==> src/rtl/core/qlfs_pkg.sv <==
// Package for the quoted line field splitter: item structs, result kinds,
// character constants and parser modes. No dependencies.
`default_nettype none

package qlfs_pkg;

    localparam int unsigned LIMIT_W = 6;
    localparam int unsigned CAP_W   = 16;

    localparam logic [LIMIT_W-1:0] FIELD_LIMIT_RST     = 6'd16;
    localparam logic [CAP_W-1:0]   BUFFER_CAPACITY_RST = 16'd1024;

    // configuration register indexes
    localparam logic CFG_FIELD_LIMIT     = 1'b0;
    localparam logic CFG_BUFFER_CAPACITY = 1'b1;

    // result kinds
    localparam logic [1:0] KIND_DATA = 2'd0;
    localparam logic [1:0] KIND_SEP  = 2'd1;
    localparam logic [1:0] KIND_END  = 2'd2;

    localparam logic [7:0] CH_TAB    = 8'd9;
    localparam logic [7:0] CH_LF     = 8'd10;
    localparam logic [7:0] CH_CR     = 8'd13;
    localparam logic [7:0] CH_SPACE  = 8'd32;
    localparam logic [7:0] CH_DQUOTE = 8'd34;
    localparam logic [7:0] CH_HASH   = 8'd35;
    localparam logic [7:0] CH_SQUOTE = 8'd39;
    localparam logic [7:0] CH_BSLASH = 8'd92;

    typedef enum logic [5:0] {
        MODE_SKIP    = 6'b000001,
        MODE_COMMENT = 6'b000010,
        MODE_MAIN    = 6'b000100,
        MODE_BLANK   = 6'b001000,
        MODE_QUOTE   = 6'b010000,
        MODE_ESCAPE  = 6'b100000
    } mode_t;

    typedef struct packed {
        logic [7:0] in_byte;
        logic       end_of_input;
    } in_item_t;

    typedef struct packed {
        logic [1:0]         out_kind;
        logic [7:0]         out_byte;
        logic [LIMIT_W-1:0] field_index;
        logic [LIMIT_W-1:0] field_count;
        logic               overflowed;
    } out_item_t;

    function automatic logic is_space(input logic [7:0] c);
        return (c == CH_SPACE) || ((c >= CH_TAB) && (c <= CH_CR));
    endfunction

    function automatic logic is_blank(input logic [7:0] c);
        return (c == CH_SPACE) || (c == CH_TAB);
    endfunction

endpackage

`default_nettype wire

==> src/rtl/core/quoted_line_field_splitter.sv <==
// Quoted line field splitter top level: input register, parser state and
// result register. Depends on qlfs_pkg.
`default_nettype none

// Takes one byte (or an end-of-input mark) per item and cuts the stream into
// lines and fields, giving at most one result per item: a stored data byte,
// a field separator, or a line-finished item with the field count and the
// overflow flag. One item is accepted every cycle while m_ready does not
// stall the output; each item sits in the input register and its result in
// the result register, and the parser state updates once per item as it
// leaves the input register. Backpressure on m_ready stalls the input
// register and then s_ready. Configuration writes take effect at once for
// field_limit and at the next line start for buffer_capacity; write them
// only while the block is idle.
module quoted_line_field_splitter
    import qlfs_pkg::*;
(
    input  wire logic      aclk,
    input  wire logic      aresetn,
    input  wire logic      s_valid,
    output logic           s_ready,
    input  wire in_item_t  s_data,
    output logic           m_valid,
    input  wire logic      m_ready,
    output out_item_t      m_data,
    input  wire logic      cfg_valid,
    output logic           cfg_ready,
    input  wire logic      cfg_index,
    input  wire logic [CAP_W-1:0] cfg_data
);

    logic [LIMIT_W-1:0] field_limit_reg;
    logic [CAP_W-1:0]   buffer_capacity_reg;

    logic               in_valid_reg;
    in_item_t           in_item_reg;
    logic               out_valid_reg;
    out_item_t          out_item_reg;

    mode_t              mode_reg, mode_next;
    logic               quote_dbl_reg, quote_dbl_next;
    logic [LIMIT_W-1:0] cur_field_reg, cur_field_next;
    logic [LIMIT_W-1:0] fields_seen_reg, fields_seen_next;
    logic [CAP_W-1:0]   space_left_reg, space_left_next;
    logic               dropped_reg, dropped_next;

    logic               advance;
    logic               emit;
    out_item_t          res;
    logic               do_main, do_store, do_finish;
    logic [7:0]         store_byte;
    logic [7:0]         c;
    logic               eof;
    logic [7:0]         quote_ch;
    logic [LIMIT_W-1:0] slot;

    assign advance   = in_valid_reg && (!out_valid_reg || m_ready);
    assign s_ready   = !in_valid_reg || advance;
    assign cfg_ready = 1'b1;
    assign m_valid   = out_valid_reg;
    assign m_data    = out_item_reg;

    assign c        = in_item_reg.in_byte;
    assign eof      = in_item_reg.end_of_input;
    assign quote_ch = quote_dbl_reg ? CH_DQUOTE : CH_SQUOTE;
    assign slot     = (cur_field_reg != '0) ? cur_field_reg - 1'b1 : '0;

    always_comb begin
        mode_next        = mode_reg;
        quote_dbl_next   = quote_dbl_reg;
        cur_field_next   = cur_field_reg;
        fields_seen_next = fields_seen_reg;
        space_left_next  = space_left_reg;
        dropped_next     = dropped_reg;
        emit             = 1'b0;
        res              = '0;
        do_main          = 1'b0;
        do_store         = 1'b0;
        do_finish        = 1'b0;
        store_byte       = c;

        case (mode_reg)
            MODE_COMMENT: begin
                if (eof) begin
                    do_finish = 1'b1;
                end else if (c == CH_LF) begin
                    mode_next = MODE_SKIP;
                end
            end
            MODE_MAIN, MODE_BLANK: begin
                if (eof) begin
                    do_finish = 1'b1;
                end else begin
                    do_main = 1'b1;
                end
            end
            MODE_QUOTE: begin
                if (eof || (c == CH_LF)) begin
                    fields_seen_next = cur_field_reg;
                    do_finish        = 1'b1;
                end else if (c == quote_ch) begin
                    fields_seen_next = cur_field_reg;
                    mode_next        = MODE_MAIN;
                end else if (c == CH_BSLASH) begin
                    mode_next = MODE_ESCAPE;
                end else begin
                    do_store = 1'b1;
                end
            end
            MODE_ESCAPE: begin
                if (eof) begin
                    fields_seen_next = cur_field_reg;
                    do_finish        = 1'b1;
                end else begin
                    mode_next = MODE_QUOTE;
                    do_store  = 1'b1;
                end
            end
            default: begin
                // line start; also recovers from a mode with no meaning
                mode_next = MODE_SKIP;
                if (eof) begin
                    do_finish = 1'b1;
                end else if (c == CH_HASH) begin
                    mode_next = MODE_COMMENT;
                end else if (!is_space(c)) begin
                    mode_next = MODE_MAIN;
                    do_main   = 1'b1;
                end
            end
        endcase

        if (do_main) begin
            if (c == CH_LF) begin
                do_finish = 1'b1;
            end else if (is_blank(c)) begin
                if (mode_reg != MODE_BLANK) begin
                    mode_next = MODE_BLANK;
                    if (cur_field_reg < field_limit_reg) begin
                        if (space_left_reg == '0) begin
                            dropped_next = 1'b1;
                        end else begin
                            space_left_next = space_left_reg - 1'b1;
                            cur_field_next  = cur_field_reg + 1'b1;
                            emit            = 1'b1;
                            res.out_kind    = KIND_SEP;
                            res.field_index = cur_field_reg;
                        end
                    end else begin
                        // past the limit a blank run becomes one stored space
                        store_byte = CH_SPACE;
                        do_store   = 1'b1;
                    end
                end
            end else begin
                mode_next = MODE_MAIN;
                if ((c == CH_DQUOTE) || (c == CH_SQUOTE)) begin
                    quote_dbl_next = (c == CH_DQUOTE);
                    mode_next      = MODE_QUOTE;
                end else begin
                    fields_seen_next = cur_field_reg;
                    do_store         = 1'b1;
                end
            end
        end

        if (do_store) begin
            if (space_left_reg == '0) begin
                dropped_next = 1'b1;
            end else begin
                space_left_next = space_left_reg - 1'b1;
                emit            = 1'b1;
                res.out_kind    = KIND_DATA;
                res.out_byte    = store_byte;
                res.field_index = slot;
            end
        end

        if (do_finish) begin
            emit             = 1'b1;
            res              = '0;
            res.out_kind     = KIND_END;
            res.field_count  = fields_seen_next;
            res.overflowed   = dropped_reg;
            mode_next        = MODE_SKIP;
            quote_dbl_next   = 1'b0;
            cur_field_next   = (field_limit_reg != '0) ? LIMIT_W'(1) : '0;
            fields_seen_next = '0;
            space_left_next  = buffer_capacity_reg;
            dropped_next     = 1'b0;
        end
    end

    always_ff @(posedge aclk) begin
        if (!aresetn) begin
            field_limit_reg     <= FIELD_LIMIT_RST;
            buffer_capacity_reg <= BUFFER_CAPACITY_RST;
            in_valid_reg        <= 1'b0;
            out_valid_reg       <= 1'b0;
            mode_reg            <= MODE_SKIP;
            quote_dbl_reg       <= 1'b0;
            cur_field_reg       <= LIMIT_W'(1);
            fields_seen_reg     <= '0;
            space_left_reg      <= BUFFER_CAPACITY_RST;
            dropped_reg         <= 1'b0;
        end else begin
            if (cfg_valid && cfg_ready) begin
                case (cfg_index)
                    CFG_FIELD_LIMIT:     field_limit_reg     <= cfg_data[LIMIT_W-1:0];
                    CFG_BUFFER_CAPACITY: buffer_capacity_reg <= cfg_data;
                    default:             field_limit_reg     <= field_limit_reg;
                endcase
            end

            if (s_valid && s_ready) begin
                in_valid_reg <= 1'b1;
            end else if (advance) begin
                in_valid_reg <= 1'b0;
            end

            if (advance) begin
                out_valid_reg   <= emit;
                mode_reg        <= mode_next;
                quote_dbl_reg   <= quote_dbl_next;
                cur_field_reg   <= cur_field_next;
                fields_seen_reg <= fields_seen_next;
                space_left_reg  <= space_left_next;
                dropped_reg     <= dropped_next;
            end else if (m_ready) begin
                out_valid_reg <= 1'b0;
            end
        end
    end

    // payload registers
    always_ff @(posedge aclk) begin
        if (s_valid && s_ready) begin
            in_item_reg <= s_data;
        end
        if (advance && emit) begin
            out_item_reg <= res;
        end
    end

endmodule

`default_nettype wire

==> config.mk <==
export PLATFORM = sky130hd
export DESIGN_NAME = quoted_line_field_splitter
export DESIGN_NICKNAME = d
export VERILOG_FILES = /design/src/rtl/core/qlfs_pkg.sv /design/src/rtl/core/quoted_line_field_splitter.sv
export SDC_FILE = /design/constraint.sdc
export NUM_CORES = 1
export LEC_CHECK = 0
export BUFFER_PORTS_ARGS = -buffer_cell sky130_fd_sc_hd__buf_2
export CORE_MARGIN = 2
export CORE_UTILIZATION = 55
export CTS_CLUSTER_DIAMETER = 100
export DETAILED_ROUTE_END_ITERATION = 12
export HOLD_SLACK_MARGIN = 0.12
export PLACE_DENSITY = 0.82
export SYNTH_ARGS = -nofsm -noshare
export SYNTH_HDL_FRONTEND = slang
export SYNTH_SLANG_ARGS = --single-unit
==> constraint.sdc <==
create_clock -name aclk -period 5.8 [get_ports aclk]
set_input_delay 0.58 -clock aclk [delete_from_list [all_inputs] [get_ports aclk]]
set_output_delay 0.58 -clock aclk [all_outputs]
set_load 0.1 [all_outputs]
# [After elaboration in Yosys (flattened, before gate mapping)]
# Index checks and enable logic that the tools add are counted.
[op_classes] reduce_logical=29 order_cmp=3 n_eq_ne=17 mux=110 addsub=3 n_bitwise=2
[op_table] cell="$mux 6" n=33
[op_table] cell="$mux 16" n=11
[op_table] cell="$mux 1" n=52
[op_table] cell="$mux 8" n=5
[op_table] cell="$eq 8x6->1 const B" n=4
[op_table] cell="$pmux 6 s4" n=1
[op_table] cell="$eq 8x4->1 const B" n=2
[op_table] cell="$logic_not 16->1" n=1
[op_table] cell="$sub 16x1->16 const B" n=1
[op_table] cell="$reduce_bool 2->1" n=7
[op_table] cell="$mux 3" n=4
[op_table] cell="$pmux 6 s2" n=1
[op_table] cell="$reduce_bool 6->1" n=2
[op_table] cell="$eq 8x6->1" n=1
[op_table] cell="$eq 8x7->1 const B" n=1
[op_table] cell="$ge 8x4->1 const B" n=1
[op_table] cell="$le 8x4->1 const B" n=1
[op_table] cell="$reduce_and 7->1" n=1
[op_table] cell="$add 6x1->6 const B" n=1
[op_table] cell="$eq 6x2->1 const B" n=1
[op_table] cell="$eq 6x3->1 const B" n=1
[op_table] cell="$eq 6x4->1 const B" n=1
[op_table] cell="$eq 6x5->1 const B" n=1
[op_table] cell="$eq 6x6->1 const B" n=1
[op_table] cell="14 further kinds" n=29
[word_totals] elab_cells=181 output_inout_bits=26 reg_bits=92 inputBits=31

# [Longest topological paths before layout]
# Gate-level depths: netlist (run 1).
[logic_depth] ltp_word=13 depth_mapped=10 ltp_nobuf=10

# [Worst setup path after synthesis (run 1)]
# OpenSTA, ideal clock, no wires.
[synth_path] kind="flip-flop to flip-flop" start="reg out_valid_reg (netlist: m_valid)" end="reg in_item_reg (netlist bit c[0]) (enable)" slack_ns=2.983 setup_ns=0.287 synth_period_minus_slack_ns=2.817 required_ns=5.513 n_path_buf=0 stages_incl_launch_ff=3 arrival_time_ns=2.530 path_cell_list="dfxtp_1 nand3b_1 and2_1"
[synth_between] elab_chain_cells=5
[synth_lines] item="start, declared" line_no="quoted_line_field_splitter.sv:37" text="logic out_valid_reg;"
[synth_lines] item="start signal, assigned" line_no="quoted_line_field_splitter.sv:222" text="out_valid_reg <= emit;"
[synth_lines] item="$logic_not 1->1" line_no="quoted_line_field_splitter.sv:57" text="assign advance = in_valid_reg && (!out_valid_reg || m_ready);"
[synth_lines] item="$logic_or 1x1->1" line_no="quoted_line_field_splitter.sv:57"
[synth_lines] item="$logic_and 1x1->1" line_no="quoted_line_field_splitter.sv:57"
[synth_lines] item="$logic_or 1x1->1" line_no="quoted_line_field_splitter.sv:58" text="assign s_ready = !in_valid_reg || advance;"
[synth_lines] item="net s_ready" line_no="quoted_line_field_splitter.sv:21" text="output logic s_ready,"
[synth_lines] item="$logic_and 1x1->1" line_no="quoted_line_field_splitter.sv:237" text="if (s_valid && s_ready) begin"
[synth_lines] item="end signal, assigned" line_no="quoted_line_field_splitter.sv:238" text="in_item_reg <= s_data;"
[synth_lines] item="end, declared" line_no="quoted_line_field_splitter.sv:36" text="in_item_t in_item_reg;"
# The timed path passes the listed nets, and every way through them passes these cells.
# A chain may end at the register's enable or synchronous reset.

# [Worst setup path in the final report (run 1)]
[layout_path] start="reg in_item_reg (netlist bit c[1])" end="reg space_left_reg[0]"
[layout_between] elab_chain_cells=12 elab_cells_between_ends=39 cone_classes="order compare (2); eq/ne (8); mux (24); reduce/logical (5)"
[layout_lines] item="branches (longest 11 deep; another with $ge 8x4->1)"
[layout_lines] item="$mux 16 *" line_no="quoted_line_field_splitter.sv:179" text="if (do_finish) begin"
[layout_lines] item="end signal, assigned" line_no="quoted_line_field_splitter.sv:227" text="space_left_reg <= space_left_next;"
[layout_lines] item="end, declared" line_no="quoted_line_field_splitter.sv:44" text="logic [CAP_W-1:0] space_left_reg, space_left_next;"
# Every way passes the cells marked *.

==> results of run 1 <==
## cell type report
| class | count | area share, % |
|---|---|---|
| clock buffers | 11 | 2.97 |
| clock inverters | 5 | 1.29 |
| inverters | 19 | 1.39 |
| multi-input cells | 381 | 44.3 |
| flip-flops and latches | 92 | 42.0 |
| well taps | 105 | 2.55 |
| repair buffers | 56 | 5.50 |
## logic make-up (layout without fill, tap and decap cells)
group	count (synthesis)	in the layout
and+or+nand+nor	224	224
AOI/OAI and AO/OA	131	131
DFF	92	92
buffers and inverters	52	91
adders and majority gates	9	9
xor gates and xnor gates	9	9
muxes	7	7
other	1	1
## stage by stage
| step | std cells | power, mW |
|---|---|---|
| floorplan | 525 | 0.898 |
| global placement | 653 | 0.945 |
| detailed placement | 653 | 0.950 |
| CTS | 669 | 1.41 |
| global route | 669 | 1.46 |
| finish | 669 | 1.41 |
## worst paths after layout
kind	cells after the start	start	endpoint
worst min register to register	2	buffer_capacity_reg[15]	buffer_capacity_reg[15]
worst max-delay path	7	c[1]	space_left_reg[0]
worst min-delay path	1	s_data[8]	c[7]
worst max register to register	7	c[1]	space_left_reg[0]
## metal layers
| layer | up-vias | track usage (%) | routed length [um] |
|---|---|---|---|
| li1 | 1971 | - | - |
| met1 | 1905 | 33.3 | 4960 |
| met2 | 178 | 40.6 | 5220 |
| met3 | 33 | 4.70 | 733 |
| met4 | 0 | 10.5 | 252 |
| met5 | - | 0 | 0 |
## where the power goes
| group | total, mW | internal [mW] | switching (mW) |
|---|---|---|---|
| logic | 0.220 | 0.0592 | 0.160 |
| registers | 0.719 | 0.696 | 0.0236 |
| clock network | 0.471 | 0.231 | 0.240 |
## synthesized netlist by cell type (5+ instances only)
master / number
nand2_1: 73
dfxtp_1: 60
nor2_1: 48
a21oi_1: 37
edfxtp_1: 32
clkbuf_1: 28
o21ai_0: 20
inv_1: 17
nand3_1: 15
nor3_1: 13
and2_1: 11
nor2b_1: 11
ha_1: 9
or3_1: 9
a22o_1: 7
mux2i_1: 7
nor4_1: 7
nand4_1: 6
nor3b_1: 6
o21a_1: 6
xor2_1: 6
a31oi_1: 5
o311ai_0: 5
## worst register-to-register path, delay by kind of cell, from the launching register on
family                 cells  cell delay (ns)
and+or+nand+nor            2             1.05
AOI/OAI and AO/OA          4             1.66
DFF                        1             0.54
buffers and inverters      1             0.27
==> metrics.yaml, run 1 <==
status:
  status: "finished clean"
logic_synthesis:
  async_reset_ff_share_pct: 0
  ys_types: 71
  synth-seq-area-share_pct: 46.6
  synthTopCellsByArea: "dfxtp_1 (26%), edfxtp_1 (21%), nand2_1 (5.9%)"
  synthesis.area_um2: 4640
  yosys.area.top_type_share_pct: 25.9
  synthMuxAreaShare_pct: 1.51
  yosys.area.top_type: "dfxtp_1"
  synth_xor_area_share_pct: 1.70
  synth_edf_count: 32
  synth-compound-area-share_pct: 19.4
  syn_inst: 525
  syn-mean-instance-area_um2: 8.84
  ys_ff_latch: 92
  synthAdderAreaFrac_pct: 2.43
  synth_ff_type: "dfxtp_1"
  synth_top_family_by_area: "simple AND/OR/NAND/NOR gates"
  yosysWarnings: 0
  synth_nets: 565
  synthSimpleGateAreaFrac_pct: 23.9
placed_design:
  gp_congestion: 0.926
  dp_hpwl_um: 7860
  dp_slack_ns: 2.23
  place_area_um2: 4920
  port_buffers: 55
floorplan:
  initial_core_util_pct: 56.5
  core-area_um2: 8220
  num_io_pins: 57
  rows: 33
  die_w_um: 95.9
  die_area_um2: 9190
  die_h_um: 95.9
run:
  cap_violations: 0
drt:
  postRouteAntennaNets: 0
  drt-total-wl_um: 11200
  drc: 0
  dr.pass1.iters: 5
  drt-initial-drc-count: 347
  routed_via_density: 6.11
  routedWlPerCell_um: 16.7
  route.vias.total: 4087
setup_path:
  endpoint_kind: "flop"
  reg2reg_setup_slack_ns: 2.20
  critical-path-top-delay-family: "compound AO/OA/AOI/OAI gates"
  path_max_fanout: 25
  cp_num_buf_inv: 1
  worst_path_largest_cell_delay_ns: 0.60
  path_class: "reg2reg"
  crit_path_top_delay_cell: "or4b_1"
  crit_chain: "or4b_1 > o22a_1 > a2111o_1 > nand3_2 > inv_2 > o21a_1 > o221a_2"
  startpoint_type: "flop"
  crit_required_ns: 6.06
  arrival_ns: 3.86
cts:
  clkSlewWorstSetupHoldPaths_ns: 0.10
  cts_setup_buffers: 0
  cts_hold_buf: 0
  clk_latency_ns: 0.37
  tritoncts: "done"
  clk_path_buf_depth: 2
  cts_max_level: 3
  ctsResizeCount: 0
  cts_root_buf: "clkbuf_8"
  cts_buffers: 9
  cts_sinks: 92
finish:
  final_area_um2: 5140
  largest_reg_flops: 23
  final_util_pct: 62.6
  nets: 599
  final_cell_mix: "nand2_1 (73), dfxtp_1 (60), buf_2 (55)"
  antennaDiodeCount: 0
  drive_gt1_share_pct: 14.5
  multi_input_area_um2: 2280
  area_growth_pct: 10.8
  layout_commonest_cell: "nand2_1"
  seq_area_um2: 2160
  fill_cells: 735
power:
  power.leakage_nw: 1.91
  p_per_area_nw_per_um2: 274
  vdd_ir_drop_max_mv: 0.188
global_routing:
  grt-ovfl-total: 0
  grtUsageTotal_pct: 25.2
  grt_pass1_wl_um: 18100
  grt_antenna_before_repair: 0
  grt_pass1_vias: 3859
  grt_start_max_net_pins: 37
timing:
  grt_setup_unrepaired: "no"
  relSlewSlack_pct: 22.4
  fin_crit_ns: 3.60
  drv_slew: 0
  fmax_mhz: 278
  fin_crit_sh_pct: 62.0
  skew_ns: 0.0131
  fin_setup_tns_ns: 0
  finalHoldViolCount: 0
  setup_viol: 0
  hold_slack_ns: 0.391
  worst_slack_ns: 2.20
  tightest_slew_ns: 1.15
min_path:
  hold_path.class: "in2reg"
(Power assumes the default switching activity.)
==> run 2, diff against run 1 <==
--- a/config.mk
+++ b/config.mk
@@ -7,11 +7,11 @@
 export LEC_CHECK = 0
 export BUFFER_PORTS_ARGS = -buffer_cell sky130_fd_sc_hd__buf_2
 export CORE_MARGIN = 2
-export CORE_UTILIZATION = 55
+export CORE_UTILIZATION = 52
 export CTS_CLUSTER_DIAMETER = 100
 export DETAILED_ROUTE_END_ITERATION = 12
 export HOLD_SLACK_MARGIN = 0.12
-export PLACE_DENSITY = 0.82
+export PLACE_DENSITY = 0.81
 export SYNTH_ARGS = -nofsm -noshare
 export SYNTH_HDL_FRONTEND = slang
 export SYNTH_SLANG_ARGS = --single-unit
==> constraint.sdc (replaced) <==
create_clock -name aclk -period 3.2 [get_ports aclk]
set_input_delay 0.32 -clock aclk [delete_from_list [all_inputs] [get_ports aclk]]
set_output_delay 0.32 -clock aclk [all_outputs]
set_load 0.1 [all_outputs]
==> run 2 against run 1 <==
  * Wire length fell by 1.3%
  * Utilization is 1.9 points lower
  * Highest routed layer unchanged
  * Clock skew decreased by 0.0026 ns
  * Final cell count increased by 2.5%
==> metrics.yaml, run 2 (synthesis gave the netlist of run 1 again) <==
status:
  status: "finished clean"
cts:
  cts_setup_buffers: 0
  cts_max_level: 3
  clkSlewWorstSetupHoldPaths_ns: 0.09
  tritoncts: "done"
  cts_root_buf: "clkbuf_8"
  ctsResizeCount: 0
  clk_path_buf_depth: 2
  cts_sinks: 92
  cts_buffers: 9
  clk_latency_ns: 0.36
min_path:
  hold_path.class: "in2reg"
power:
  vdd_ir_drop_max_mv: 0.232
  power_frac_comb_pct: 15.9
  pwr-share-seq_pct: 50.5
  p_sw_mw: 0.740
  p_per_area_nw_per_um2: 489
  p_int_mw: 1.84
  power.leakage_nw: 1.97
  clockPowerShare_pct: 33.7
  p_sw_share_pct: 28.7
global_routing:
  grt_pass1_vias: 3818
  grt_pass1_wl_um: 18200
  grt_antenna_before_repair: 0
  grt_start_max_net_pins: 32
  grt-ovfl-total: 0
  grtUsageTotal_pct: 22.8
drt:
  postRouteAntennaNets: 0
  routedWlPerCell_um: 16.1
  drt-initial-drc-count: 299
  drc: 0
  routed_via_density: 6.05
  drt-total-wl_um: 11000
  dr.pass1.iters: 5
  route.vias.total: 4149
timing:
  tightest_slew_ns: 0.728
  setup_viol: 0
  fin_crit_sh_pct: 93.0
  grt_setup_unrepaired: "no"
  fmax_mhz: 336
  skew_ns: 0.0105
  fin_setup_tns_ns: 0
  finalHoldViolCount: 0
  fin_crit_ns: 2.97
  relSlewSlack_pct: 51.3
  drv_slew: 0
setup_path:
  endpoint_kind: "flop"
  path_class: "reg2reg"
  crit_chain: "or4b_1 > o22a_1 > a21oi_1 > o21ai_1 > a21oi_2 > nor2_1 > o21a_1 > buf_4"
  critical-path-top-delay-family: "compound AO/OA/AOI/OAI gates"
  cp_num_buf_inv: 1
  crit_path_top_delay_cell: "or4b_1"
  crit_required_ns: 3.30
  path_max_fanout: 23
  arrival_ns: 3.07
  worst_path_largest_cell_delay_ns: 0.58
  startpoint_type: "flop"
floorplan:
  rows: 34
  num_io_pins: 57
  die_area_um2: 9700
  die_w_um: 98.5
  core-area_um2: 8680
  die_h_um: 98.5
  initial_core_util_pct: 53.5
run:
  cap_violations: 0
finish:
  antennaDiodeCount: 0
  layout_commonest_cell: "nand2_1"
  final_area_um2: 5270
  drive_gt1_share_pct: 15.7
  area_growth_pct: 13.5
  largest_reg_flops: 23
  nets: 613
  final_cell_mix: "nand2_1 (73), dfxtp_1 (60), buf_2 (55)"
placed_design:
  gp_congestion: 0.899
  place_area_um2: 4990
  port_buffers: 55
  dp_hpwl_um: 7900
run 2: changes by cell type in the layout (fill, tap and decap cells not counted):
cell,before,now
buf_4,1,10
bufinv_16,1,2
clkbuf_1,1,0
clkbuf_16,1,0
clkbuf_8,9,10
clkinv_1,1,2
clkinvlp_4,1,2
dlygate4sd3_1,0,5
inv_6,1,0
inv_8,1,0
run 2: worst reg2reg max path, stage by stage (launching register included):
cell	delay (ns)
edfxtp_1	0.54
or4b_1	0.58
o22a_1	0.21
a21oi_1	0.20
o21ai_1	0.15
a21oi_2	0.36
nor2_1	0.20
o21a_1	0.23
buf_4	0.23
run 2: power groups by stage:
stage	logic [mW]	registers (mW)	clock network [mW]
after floorplan	0.218	1.41	0
after global placement	0.391	1.32	0
after detailed placement	0.399	1.33	0
after CTS	0.403	1.30	0.879
after global routing	0.444	1.31	0.925
final	0.409	1.30	0.868
run 2: area by class of cell:
cell class / instances / area, um^2
Inverter: 19 / 71.3
Clock buffer: 10 / 138
Sequential cell: 92 / 2160
Tap cell: 108 / 135
Timing Repair Buffer: 70 / 400
Clock inverter: 6 / 87.6
Multi-Input combinational cell: 381 / 2280
Fill cell: 793 / 3410
run 2: final timing paths:
path	from	end	slack, ns	cells after the start
min	s_data[0]	eof	0.14	1
max	c[1]	m_data[18]	0.23	8
max reg2reg	c[1]	m_data[18]	0.23	8
min reg2reg	buffer_capacity_reg[15]	buffer_capacity_reg[15]	0.46	2
run 2: per-stage QoR:
step	setup slack, ns	utilization [%]	std cells	hold slack [ns]	total power, mW
after floorplan	0.383	-	525	0.419	1.63
after global placement	0.401	57.6	665	0.442	1.72
after detailed placement	0.319	57.6	665	0.447	1.73
after CTS	0.304	60.5	684	0.123	2.58
after global routing	0.0355	60.7	686	0.123	2.68
final	0.225	60.7	686	0.137	2.58
run 2: routing by layer:
layer | share of wire, % | GRT usage, % | up-vias
li1 | - | - | 2009
met4 | 1.7 | 6.32 | 0
met2 | 48 | 38.0 | 171
met5 | 0 | 0 | -
met3 | 6.0 | 4.04 | 23
met1 | 44 | 30.8 | 1946
run 2: repair_timing:
action	CTS	global route
hold buffers	3	2
endpoints found under the hold margin	3	2
setup endpoints to repair	0	0
==> run 3, diff against run 2 <==
--- a/config.mk
+++ b/config.mk
@@ -6,12 +6,15 @@
 export NUM_CORES = 1
 export LEC_CHECK = 0
 export BUFFER_PORTS_ARGS = -buffer_cell sky130_fd_sc_hd__buf_2
-export CORE_MARGIN = 2
-export CORE_UTILIZATION = 52
+export CELL_PAD_IN_SITES_DETAIL_PLACEMENT = 1
+export CELL_PAD_IN_SITES_GLOBAL_PLACEMENT = 2
+export CORE_ASPECT_RATIO = 2
+export CORE_MARGIN = 4
+export CORE_UTILIZATION = 32
 export CTS_CLUSTER_DIAMETER = 100
 export DETAILED_ROUTE_END_ITERATION = 12
 export HOLD_SLACK_MARGIN = 0.12
-export PLACE_DENSITY = 0.81
+export PLACE_DENSITY = 0.82
 export SYNTH_ARGS = -nofsm -noshare
 export SYNTH_HDL_FRONTEND = slang
 export SYNTH_SLANG_ARGS = --single-unit
==> run 3 against run 2 <==
  * Critical path depth stayed put
  * Setup slack improved by 0.016 ns
  * Final cell count rose by 13%
  * Sequential cell count is the same
  * Via count grew 1.1%
  * Utilization shrank 22 points
  * Largest cell class unchanged
==> metrics.yaml, run 3 (synthesis gave the netlist of run 1 again) <==
finish:
  drive_gt1_share_pct: 17.7
  final_area_um2: 5520
  layout_commonest_cell: "nand2_1"
  largest_reg_flops: 23
  nets: 618
  antennaDiodeCount: 0
  final_util_pct: 38.7
  seq_area_um2: 2160
  final_cell_mix: "nand2_1 (73), dfxtp_1 (60), buf_2 (55)"
  fill_cells: 1737
  layout.cells.non_filler: 775
  multi_input_area_um2: 2280
  area_growth_pct: 18.9
global_routing:
  grt_pass1_wl_um: 22700
  gr-usage-met1_pct: 16.8
  grt-ovfl-total: 0
  grtUsageTotal_pct: 17.5
  grt_pass1_vias: 4431
  grt.busiest_layer: "met2"
  grt_antenna_before_repair: 0
  gr-usage-met3_pct: 2.36
  grtUsageMet2_pct: 34.6
  grt_start_max_net_pins: 24
setup_path:
  critical-path-top-delay-family: "simple AND/OR/NAND/NOR gates"
  crit_chain: "or4b_1 > o22a_1 > a2111o_1 > nand3_2 > inv_2 > or4_1 > or3_1 > nand3_1"
  crit_path_top_delay_cell: "or4b_1"
  path_class: "reg2reg"
  worst_path_largest_cell_delay_ns: 0.61
  endpoint_kind: "flop"
  startpoint_type: "flop"
  path_max_fanout: 15
  crit_required_ns: 3.49
  cp_num_buf_inv: 1
  arrival_ns: 3.24
cts:
  clk_latency_ns: 0.35
  clk_path_buf_depth: 2
  cts_sinks: 92
  cts_buffers: 9
  clkSlewWorstSetupHoldPaths_ns: 0.07
  cts_hold_buf: 0
  tritoncts: "done"
  cts_root_buf: "clkbuf_16"
  cts_max_level: 3
status:
  status: "finished clean"
drt:
  drt-total-wl_um: 14100
  route.vias.total: 4195
  dr.pass1.iters: 4
  drt-initial-drc-count: 144
  drc: 0
  routedWlPerCell_um: 18.2
  routed_via_density: 5.41
  postRouteAntennaNets: 0
power:
  p_per_area_nw_per_um2: 530
  vdd_ir_drop_max_mv: 0.301
  p_total_mw: 2.92
  power.leakage_nw: 2.06
floorplan:
  num_io_pins: 57
  initial_core_util_pct: 32.5
  core-area_um2: 14300
  die_area_um2: 16600
  die_w_um: 93.2
  rows: 62
  die_h_um: 178
timing:
  skew_ns: 0.0109
  setup_viol: 0
  tightest_slew_ns: 0.769
  grt_setup_unrepaired: "no"
  fin_crit_sh_pct: 92.5
  relSlewSlack_pct: 48.6
  hold_slack_ns: 0.154
  drv_slew: 0
  finalHoldViolCount: 0
  fin_setup_tns_ns: 0
  fmax_mhz: 338
  fin_crit_ns: 2.96
  worst_slack_ns: 0.241
placed_design:
  dp_slack_ns: 0.224
  place_inst: 759
  gp_congestion: 0.975
  place_area_um2: 5190
  dp_hpwl_um: 11200
  port_buffers: 55
min_path:
  hold_path.class: "in2reg"
run:
  cap_violations: 0
-- run 3: cell types whose count changed in the layout (fill, tap and decap cells not counted), sizes merged --
| cell | delta |
|---|---|
| buf | +10 |
| dlygate4sd3 | -5 |
| inv | +4 |
| clkinvlp | -2 |
| clkbuf | -1 |
| clkinv | -1 |
-- run 3: metal layers --
layer	wire length [um]	share of wire [%]
met5	0	0
met4	690	4.9
met3	358	2.5
met2	8020	57
met1	5060	36
-- run 3: cell type report --
type	instances	share of cell area [%]
clock buffer	9	4.08
clock inverter	7	1.90
inverter	19	1.29
multi-input combinational	381	41.3
sequential	92	39.2
tap	192	4.35
timing repair buffer	75	7.93
-- run 3: worst register-to-register path: stages (launching register included) --
cell and delay, ns:
edfxtp_1 0.54, or4b_1 0.61, o22a_1 0.22, a2111o_1 0.37, nand3_2 0.16, inv_2 0.17
or4_1 0.42, or3_1 0.32, nand3_1 0.09
-- run 3: worst paths after layout --
| path | slack [ns] | cells after the start | end | from |
|---|---|---|---|---|
| max | 0.24 | 8 | space_left_reg[9] | c[1] |
| min | 0.15 | 1 | c[3] | s_data[4] |
| max reg2reg | 0.24 | 8 | space_left_reg[9] | c[1] |
| min reg2reg | 0.46 | 2 | buffer_capacity_reg[8] | buffer_capacity_reg[8] |
-- run 3: repair_timing --
| action | 4_1_cts | 5_1_grt |
|---|---|---|
| setup endpoints to repair | 0 | 2 |
| buffers inserted | 0 | 0 |
| resized for setup | 0 | 2 |
-- run 3: power breakdown --
group / internal [mW] / leakage (nW) / switching [mW]
Combinational: 0.122 / 1.11 / 0.310
Clock: 0.700 / 0.164 / 0.489
Sequential: 1.26 / 0.793 / 0.0427
